**config.mk**
```make
export PLATFORM = sky130hd
export DESIGN_NAME = pipeline_raw_hazard_tracker
export DESIGN_NICKNAME = d
export VERILOG_FILES = /design/src/rht_pkg.sv /design/src/rht_ctrl.sv /design/src/rht_datapath.sv /design/src/pipeline_raw_hazard_tracker.sv
export VERILOG_INCLUDE_DIRS = /design/src /design/src/src
export SDC_FILE = /design/constraint.sdc
export NUM_CORES = 1
export LEC_CHECK = 0
export ABC_AREA = 1
export BUFFER_PORTS_ARGS = -buffer_cell sky130_fd_sc_hd__buf_2
export CAP_MARGIN = 0
export CORE_ASPECT_RATIO = 0.8
export CORE_MARGIN = 3
export CORE_UTILIZATION = 27
export CTS_CLUSTER_DIAMETER = 50
export CTS_CLUSTER_SIZE = 10
export DETAILED_ROUTE_END_ITERATION = 7
export PLACE_DENSITY = 0.51
export SLEW_MARGIN = 20
export SYNTH_ARGS = -nofsm -noshare
export SYNTH_HDL_FRONTEND = slang
export SYNTH_HIERARCHICAL = 1
export SYNTH_SLANG_ARGS = --single-unit
```
**constraint.sdc**
```tcl
create_clock -name clk -period 8.1 [get_ports clk]
set_input_delay 0.405 -clock clk [delete_from_list [all_inputs] [get_ports clk]]
set_output_delay 0.405 -clock clk [all_outputs]
set_load 0.01 [all_outputs]
```
**src/assert_macros.svh**
```systemverilog
// assertion macros shared by the hazard tracker rtl
// expects clk and arst_n in the scope of each use
`ifndef ASSERT_MACROS_SVH
`define ASSERT_MACROS_SVH

// clocked check, off while reset is asserted
`define ASSERT_CLK(lbl, prop, msg) \
	lbl: assert property (@(posedge clk) disable iff (!arst_n) (prop)) else $error(msg);

// clocked check that two conditions never hold together
`define ASSERT_NEVER(lbl, a, b, msg) \
	lbl: assert property (@(posedge clk) disable iff (!arst_n) !((a) && (b))) else $error(msg);

`endif

```
**src/rht_pkg.sv**
```systemverilog
// shared types and constants for the raw hazard tracker
// used by rht_ctrl, rht_datapath and pipeline_raw_hazard_tracker
package rht_pkg;

	localparam int NUM_STAGES = 8;
	localparam int STAGE_W    = 3;
	localparam int REG_W      = 5;
	localparam int FUNC_W     = 3;
	localparam int CNT_W      = 32;
	localparam int ADD_W      = 3;
	localparam int NEED_W     = 5;

	localparam int IN_TDATA_W  = 16;
	localparam int OUT_TDATA_W = 136;

	localparam logic [STAGE_W-1:0] STAGE_IF1  = STAGE_W'(0);
	localparam logic [STAGE_W-1:0] STAGE_ID   = STAGE_W'(2);
	localparam logic [STAGE_W-1:0] STAGE_EXE1 = STAGE_W'(3);
	localparam logic [STAGE_W-1:0] STAGE_WB   = STAGE_W'(NUM_STAGES - 1);

	localparam logic [CNT_W-1:0] CYCLE_RESET = CNT_W'(NUM_STAGES - 1);

	localparam logic [FUNC_W-1:0] FUNC_CLOCK = 3'd0;
	localparam logic [FUNC_W-1:0] FUNC_SRC   = 3'd1;
	localparam logic [FUNC_W-1:0] FUNC_DEST  = 3'd2;
	localparam logic [FUNC_W-1:0] FUNC_FLUSH = 3'd3;
	localparam logic [FUNC_W-1:0] FUNC_READ  = 3'd4;

	typedef struct packed {
		logic load;
		logic exec;
		logic shift;
		logic emit;
	} rht_cmd_t;

	typedef struct packed {
		logic start_shift;
		logic last_shift;
	} rht_status_t;

endpackage

```
**src/rht_ctrl.sv**
```systemverilog
// controller state machine for the raw hazard tracker
// depends on rht_pkg and assert_macros.svh
`include "assert_macros.svh"

module rht_ctrl
	import rht_pkg::*;
(
	input  logic        clk,
	input  logic        arst_n,
	input  logic        s_tvalid,
	output logic        s_tready,
	output logic        m_tvalid,
	input  logic        m_tready,
	input  rht_status_t status,
	output rht_cmd_t    cmd
);

	typedef enum logic [3:0] {
		ST_IDLE  = 4'b0001,
		ST_EXEC  = 4'b0010,
		ST_SHIFT = 4'b0100,
		ST_DONE  = 4'b1000
	} rht_state_t;

	rht_state_t state_q;
	rht_state_t state_d;
	logic       out_valid_q;

	assign s_tready = (state_q == ST_IDLE);
	assign m_tvalid = out_valid_q;

	always_comb begin
		cmd       = '0;
		cmd.load  = s_tvalid && (state_q == ST_IDLE);
		cmd.exec  = (state_q == ST_EXEC);
		cmd.shift = (state_q == ST_SHIFT);
		cmd.emit  = (state_q == ST_DONE) && (!out_valid_q || m_tready);
	end

	always_comb begin
		state_d = state_q;
		case (state_q)
			ST_IDLE: begin
				if (cmd.load) state_d = ST_EXEC;
			end
			ST_EXEC: begin
				state_d = status.start_shift ? ST_SHIFT : ST_DONE;
			end
			ST_SHIFT: begin
				if (status.last_shift) state_d = ST_DONE;
			end
			ST_DONE: begin
				if (cmd.emit) state_d = ST_IDLE;
			end
			default: state_d = ST_IDLE;
		endcase
	end

	always_ff @(posedge clk or negedge arst_n) begin
		if (!arst_n) begin
			state_q     <= ST_IDLE;
			out_valid_q <= 1'b0;
		end else begin
			state_q <= state_d;
			if (cmd.emit) begin
				out_valid_q <= 1'b1;
			end else if (m_tready) begin
				out_valid_q <= 1'b0;
			end
		end
	end

	// shift run only follows execute
	`ASSERT_CLK(a_shift_entry, (state_q == ST_SHIFT) |-> ($past(state_q) == ST_EXEC || $past(state_q) == ST_SHIFT), "shift state entered from wrong state")
	// a new result appears only out of the done state
	`ASSERT_CLK(a_emit_src, $rose(out_valid_q) |-> ($past(state_q) == ST_DONE), "result raised outside done state")
	`ASSERT_NEVER(a_emit_load, cmd.emit, cmd.load, "emit and load in one cycle")

endmodule

```
**src/rht_datapath.sv**
```systemverilog
// slot shift register, hazard scan and counters of the raw hazard tracker
// depends on rht_pkg and assert_macros.svh
`include "assert_macros.svh"

module rht_datapath
	import rht_pkg::*;
(
	input  logic                   clk,
	input  logic                   arst_n,
	input  rht_cmd_t               cmd,
	output rht_status_t            status,
	input  logic [IN_TDATA_W-1:0]  s_tdata,
	input  logic [FUNC_W-1:0]      s_tuser,
	output logic [OUT_TDATA_W-1:0] m_tdata
);

	// latched transaction
	logic [FUNC_W-1:0]  func_q;
	logic [REG_W-1:0]   regn_q;
	logic [STAGE_W-1:0] stage_q;
	logic [STAGE_W-1:0] flen_q;

	// pipeline slots
	logic [NUM_STAGES-1:0]   valid_q, valid_d;
	logic [REG_W-1:0]        reg_q [NUM_STAGES];
	logic [REG_W-1:0]        reg_d [NUM_STAGES];
	logic [STAGE_W-1:0]      rdy_q [NUM_STAGES];
	logic [STAGE_W-1:0]      rdy_d [NUM_STAGES];

	logic [CNT_W-1:0] hazard_q [NUM_STAGES];
	logic [CNT_W-1:0] cycle_q;
	logic [CNT_W-1:0] bubble_q;
	logic [CNT_W-1:0] flush_q;

	logic             bubble_mode_q;
	logic [ADD_W-1:0] cnt_q;
	logic [ADD_W-1:0] added_q;
	logic             found_q;

	logic               hit;
	logic [STAGE_W-1:0] hit_idx;
	logic [NEED_W-1:0]  need;
	logic [ADD_W-1:0]   exec_cnt;
	logic               shift_en;
	logic [STAGE_W-1:0] shift_from;
	logic               id_write;

	// nearest producer between exe1 and mem2
	always_comb begin
		hit     = 1'b0;
		hit_idx = STAGE_EXE1;
		for (int i = NUM_STAGES - 2; i >= int'(STAGE_EXE1); i--) begin
			if (valid_q[i] && (reg_q[i] == regn_q)) begin
				hit     = 1'b1;
				hit_idx = STAGE_W'(i);
			end
		end
	end

	always_comb begin
		need = {2'b00, rdy_q[hit_idx]} - {2'b00, hit_idx} - {2'b00, stage_q}
			+ {2'b00, STAGE_ID};
		exec_cnt = '0;
		case (func_q)
			FUNC_SRC: begin
				if (hit && !need[NEED_W-1] && (need != '0)) exec_cnt = need[ADD_W-1:0];
			end
			FUNC_FLUSH: exec_cnt = flen_q;
			default: exec_cnt = '0;
		endcase
	end

	assign status.start_shift = (exec_cnt != '0);
	assign status.last_shift  = (cnt_q == ADD_W'(1));

	assign shift_en   = (cmd.exec && (func_q == FUNC_CLOCK)) || cmd.shift;
	assign shift_from = cmd.shift ? (bubble_mode_q ? STAGE_EXE1 : STAGE_IF1) : stage_q;
	assign id_write   = cmd.exec && (func_q == FUNC_DEST);

	always_comb begin
		valid_d = valid_q;
		reg_d   = reg_q;
		rdy_d   = rdy_q;
		if (shift_en) begin
			for (int i = 1; i < NUM_STAGES; i++) begin
				if (STAGE_W'(i) > shift_from) begin
					valid_d[i] = valid_q[i-1];
					reg_d[i]   = reg_q[i-1];
					rdy_d[i]   = rdy_q[i-1];
				end
			end
			valid_d[shift_from] = 1'b0;
			reg_d[shift_from]   = '0;
			rdy_d[shift_from]   = '0;
		end else if (id_write) begin
			valid_d[STAGE_ID] = 1'b1;
			reg_d[STAGE_ID]   = regn_q;
			rdy_d[STAGE_ID]   = stage_q;
		end
	end

	always_ff @(posedge clk) begin
		if (cmd.load) begin
			func_q  <= s_tuser;
			regn_q  <= s_tdata[4:0];
			stage_q <= s_tdata[7:5];
			flen_q  <= s_tdata[10:8];
		end
		if (cmd.exec) begin
			bubble_mode_q <= (func_q == FUNC_SRC);
			added_q       <= (func_q == FUNC_SRC) ? exec_cnt : '0;
			found_q       <= (func_q == FUNC_SRC) && hit;
		end
		if (cmd.emit) begin
			m_tdata <= {4'b0000, found_q, added_q, hazard_q[stage_q], flush_q,
				bubble_q, cycle_q};
		end
	end

	always_ff @(posedge clk or negedge arst_n) begin
		if (!arst_n) begin
			valid_q  <= '0;
			cycle_q  <= CYCLE_RESET;
			bubble_q <= '0;
			flush_q  <= '0;
			cnt_q    <= '0;
			for (int i = 0; i < NUM_STAGES; i++) begin
				reg_q[i]    <= '0;
				rdy_q[i]    <= '0;
				hazard_q[i] <= '0;
			end
		end else begin
			valid_q <= valid_d;
			reg_q   <= reg_d;
			rdy_q   <= rdy_d;
			if (shift_en) cycle_q <= cycle_q + CNT_W'(1);
			if (cmd.shift && bubble_mode_q) bubble_q <= bubble_q + CNT_W'(1);
			if (cmd.shift && !bubble_mode_q) flush_q <= flush_q + CNT_W'(1);
			if (cmd.exec) begin
				cnt_q <= exec_cnt;
			end else if (cmd.shift) begin
				cnt_q <= cnt_q - ADD_W'(1);
			end
			if (cmd.exec && (func_q == FUNC_SRC) && hit) begin
				hazard_q[hit_idx] <= hazard_q[hit_idx] + CNT_W'(1);
			end
		end
	end

	// a shift step always has a step left to run
	`ASSERT_CLK(a_shift_cnt, cmd.shift |-> (cnt_q != '0), "shift step with empty run counter")
	// a bubble step from the run keeps the slot before exe1 and earlier in place
	`ASSERT_CLK(a_bubble_keep, (cmd.shift && bubble_mode_q) |=> (valid_q[STAGE_ID] == $past(valid_q[STAGE_ID])), "bubble disturbed the id slot")

endmodule

```
**src/pipeline_raw_hazard_tracker.sv**
```systemverilog
// top level of the raw hazard tracker for an 8-stage pipeline
// depends on rht_pkg, rht_ctrl and rht_datapath
//
// one request transaction on the s_ channel gives exactly one result
// transaction on the m_ channel. s_tuser carries the operation code
// (clock, register source, register destination, flush, read counters),
// s_tdata the register number, stage and flush length.
// an accepted request runs an execute state, then one shift step per bubble or
// flushed slot (zero to seven), then a done state that loads the result
// register. a new request can be taken in the cycle after the result is
// loaded; no request is taken while the one ahead of it is still running.
// the result register holds while m_tready is low; the next request is
// still accepted and runs up to its done state, where it waits for the
// register to empty.
// reset empties all slots, clears the hazard, bubble and flush counters
// and sets the cycle counter to seven.
module pipeline_raw_hazard_tracker
	import rht_pkg::*;
(
	input  logic                   clk,
	input  logic                   arst_n,
	input  logic                   s_tvalid,
	output logic                   s_tready,
	// reg_num[4:0], stage[7:5], flush_len[10:8], zero fill
	input  logic [IN_TDATA_W-1:0]  s_tdata,
	// func[2:0]
	input  logic [FUNC_W-1:0]      s_tuser,
	output logic                   m_tvalid,
	input  logic                   m_tready,
	// cycle_total[31:0], bubble_total[63:32], flush_total[95:64],
	// hazard_total[127:96], bubbles_added[130:128], hazard_found[131], zero fill
	output logic [OUT_TDATA_W-1:0] m_tdata
);

	rht_cmd_t    cmd;
	rht_status_t status;

	rht_ctrl u_ctrl (
		.clk      (clk),
		.arst_n   (arst_n),
		.s_tvalid (s_tvalid),
		.s_tready (s_tready),
		.m_tvalid (m_tvalid),
		.m_tready (m_tready),
		.status   (status),
		.cmd      (cmd)
	);

	rht_datapath u_datapath (
		.clk     (clk),
		.arst_n  (arst_n),
		.cmd     (cmd),
		.status  (status),
		.s_tdata (s_tdata),
		.s_tuser (s_tuser),
		.m_tdata (m_tdata)
	);

endmodule

```
==> flow_metrics.env <==
export IMPL_placement_io_buffers=151
export IMPL_num_vias=19300
export IMPL_synth_warnings=6
export IMPL_cts_sinks=574
export IMPL_nNetsFinal=2970
export IMPL_grt_max_degree=153
export IMPL_syn2layout_area_growth_pct=15.9
export IMPL_fin_crit_sh_pct=71.0
export IMPL_crit_arrival_ns=6.29
export IMPL_layout_drive_gt1_share_pct=12.6
export IMPL_htreeDepth=3
export IMPL_p_comb_share_pct=17.8
export IMPL_die_area_um2=101000
export IMPL_min_path_type="in -> reg"
export IMPL_final_common_cell="nand2_1"
export IMPL_max_stage_delay_ns=0.51
export IMPL_grt_pass1_vias=18700
export IMPL_num_rows=101
export IMPL_critical_path_class="reg -> reg"
export IMPL_cp_common_cell="nand2_1"
export IMPL_cts_buffers=74
export IMPL_path_depth=29
export IMPL_postSynthCellCount=2896
export IMPL_relSlewSlack_pct=29.5
export IMPL_p_switching_mw=2.35
export IMPL_cp_start_kind="flop"
export IMPL_multi_input_area_um2=8860
export IMPL_vias_per_cell=4.51
export IMPL_synth_edf_count=151
export IMPL_grt_busiest_layer="met1"
export IMPL_yosysSeqAreaShare_pct=57.9
export IMPL_fin_skew_ns=0.0278
export IMPL_ctsLongestPathBuffers=3
export IMPL_synth_area_top_cells="dfrtp_1, edfxtp_1, nand2_1"
export IMPL_syn_area_um2=26100
export IMPL_gr_total_overflow=0
export IMPL_fill_cells=9934
export IMPL_critPathRequiredTime_ns=8.64
export IMPL_crit_family="simple AND/OR/NAND/NOR gates"
export IMPL_swShare_pct=30.0
export IMPL_core_area_um2=95400
export IMPL_antenna_found_initial=0
export IMPL_reg2reg_depth=29
export IMPL_die_h_um=284
export IMPL_use_met1_pct=21.7
export IMPL_finalWirelength_um=71500
export IMPL_drc=0
export IMPL_total_power_mw=7.85
export IMPL_gp_congestion=0.835
export IMPL_power_density_nw_per_um2=259
export IMPL_syn_area_per_cell_um2=9.02
export IMPL_seqCellArea_um2=15100
export IMPL_clkTransAtPathRegs_ns=0.06
export IMPL_period_needed_ns=5.75
export IMPL_internal_power_mw=5.50
export IMPL_drv_slew=0
export IMPL_setup_viol=0
export IMPL_synth_top_area_share_pct=40.2
export IMPL_yosysTopAreaCell="dfrtp_1"
export IMPL_die_x_um=354
export IMPL_clockRootBuffer="clkbuf_16"
export IMPL_rsz0062_at_grt="no"
export IMPL_io_pins=161
export IMPL_synth_main_ff_cell="dfrtp_1"
export IMPL_post_place_ws_ns=2.38
export IMPL_detail_route_iter0_violations=1559
export IMPL_hold_viol_final=0
export IMPL_postLayoutSetupSlackWorst_ns=2.35
export IMPL_avgRoutedWirePerCell_um=16.7
export IMPL_grt_usage_pct=14.1
export IMPL_status="completed"
export IMPL_tightest_slew_ns=1.06
export IMPL_fmax_mhz=174
export IMPL_firstDrtPassIters=6
export IMPL_cellLeakagePower_nw=13.5
export IMPL_start_util_pct=27.4
export IMPL_cp_num_buf_inv=7
export IMPL_vdd_ir_drop_max_mv=0.131
export IMPL_synthArstFlopShare_pct=73.7
export IMPL_n_antenna_cell=0
export IMPL_synth_seq_cells=574
export IMPL_drv_cap=0
export IMPL_cpMaxStageDelayCell="edfxtp_1"
export IMPL_synth_distinct_cells=56
export IMPL_dp_hpwl_um=46800
export IMPL_setup_tns_ns=0
export IMPL_clk_latency_ns=0.62
export IMPL_seq_power_share_pct=42.1
export IMPL_met3_usage_pct=2.91
export IMPL_grtUsageMet2_pct=19.9
export IMPL_grt_pass1_wl_um=112000
export IMPL_dp_cells=4126
export IMPL_clkPwrFrac_pct=40.2
export IMPL_layout_common_cells="nand2_1, dfrtp_1, inv_1"
export IMPL_cp_max_fo=22
export IMPL_holdPathStages=3
export IMPL_fin_cells=4272
export IMPL_cp_end_kind="flop"
export IMPL_ant_nets=0
export IMPL_cts_tree="yes"
synthesized netlist by cell type, types with 3 or more instances:
library cell,n
or2_2,3
nand4_1,36
dfrtp_1,419
nand2_4,5
a31oi_1,33
dfstp_2,4
inv_2,17
a21oi_2,10
nor2_1,259
buf_2,12
nand2_2,11
buf_4,10
xor2_1,46
xnor2_1,46
clkbuf_1,208
a21oi_1,134
edfxtp_1,151
nor2_2,22
o211ai_1,3
nand3_2,5
a221oi_1,5
o22ai_1,22
o21ai_0,232
nor3b_1,3
o21ai_1,45
buf_1,4
buf_6,3
nor2_4,5
nor3_1,18
nand3_1,198
nor4_1,5
inv_1,296
clkinv_1,5
nand2_1,558
nand3_4,3
ha_1,14
a211oi_1,21
power groups by stage:
stage	clock, mW	sequential, mW	combinational (mW)
finish	3.15	3.30	1.40
CTS	3.25	3.30	1.41
global route	3.37	3.32	1.59
detailed placement	0	3.35	1.40
floorplan	0	3.35	0.931
global placement	0	3.35	1.40
timing repair:
action                    4_1_cts  5_1_grt
hold endpoints to repair       86        0
gates resized for setup         0        0
hold buffers                   16        0
buffers inserted                0        0
metal layers:
layer  vias to the layer above  wire length (um)
li1                       9472                 -
met1                      9149             36500
met2                       532             29200
met3                       108              4290
met4                         0              1520
met5                         -                 0
registers in the layout, summed over array words and instances (netlist names):
register                  cells
u_datapath/cycle_q           32
u_datapath/flush_q           32
u_datapath/m_tdata          132
u_datapath/flen_q             3
u_datapath/regn_q             5
u_datapath/bubble_mode_q      1
u_datapath/added_q            3
u_datapath/func_q             3
u_datapath/found_q            1
u_datapath/valid_q            7
u_datapath/stage_q            3
u_datapath/reg_q             35
u_ctrl/state_q                4
u_ctrl/m_tvalid               1
u_datapath/bubble_q          32
u_datapath/cnt_q              3
u_datapath/hazard_q         256
u_datapath/rdy_q             21
worst paths after layout:
path	start	endpoint	slack [ns]
max	u_datapath/regn_q[3]	u_ctrl/state_q[3]	2.35
min	s_tvalid	u_ctrl/state_q[1]	0.07
max reg2reg	u_datapath/regn_q[3]	u_ctrl/state_q[3]	2.35
min reg2reg	u_datapath/hazard_q[16]	u_datapath/hazard_q[16]	0.37
max in group asynchronous	arst_n	u_datapath/bubble_q[15]	6.37
min in group asynchronous	arst_n	u_datapath/hazard_q[112]	0.38
tightest hold or removal path: cells and delay by family:
| family | cells | cell delay (ns) |
|---|---|---|
| buffers and inverters | 2 | 0.14 |
| AND/OR/NAND/NOR | 1 | 0.10 |
cells by family after synthesis:
logic type | count (synthesis) | share of synthesized area, %
xor gates and xnor gates | 92 | 3.09
AOI/OAI and AO/OA | 517 | 10.8
buffers and inverters | 556 | 8.28
and+or+nand+nor | 1139 | 19.0
adders and majority gates | 16 | 0.824
muxes | 1 | 0.0431
DFF | 574 | 57.9
other | 1 | 0.0144
per-stage QoR:
| stage | hold slack (ns) | instance area (um2) | utilization, % |
|---|---|---|---|
| 6_report | 0.0694 | 30300 | 31.7 |
| 3_3_place_gp | 0.360 | 27800 | 29.1 |
| 3_5_place_dp | 0.360 | 27800 | 29.1 |
| 2_1_floorplan | 0.109 | 26100 | - |
| 5_1_grt | 0.0549 | 30300 | 31.7 |
| 4_1_cts | 0.0325 | 30300 | 31.7 |
final cells by class:
cell class,count,share of cell area [%]
well taps,1287,5.32
multi-input cells,1769,29.3
flip-flops and latches,574,50.0
repair buffers,193,3.83
clock buffers,113,6.91
clock inverters,17,0.736
inverters,319,3.97
(Power assumes the default switching activity.)
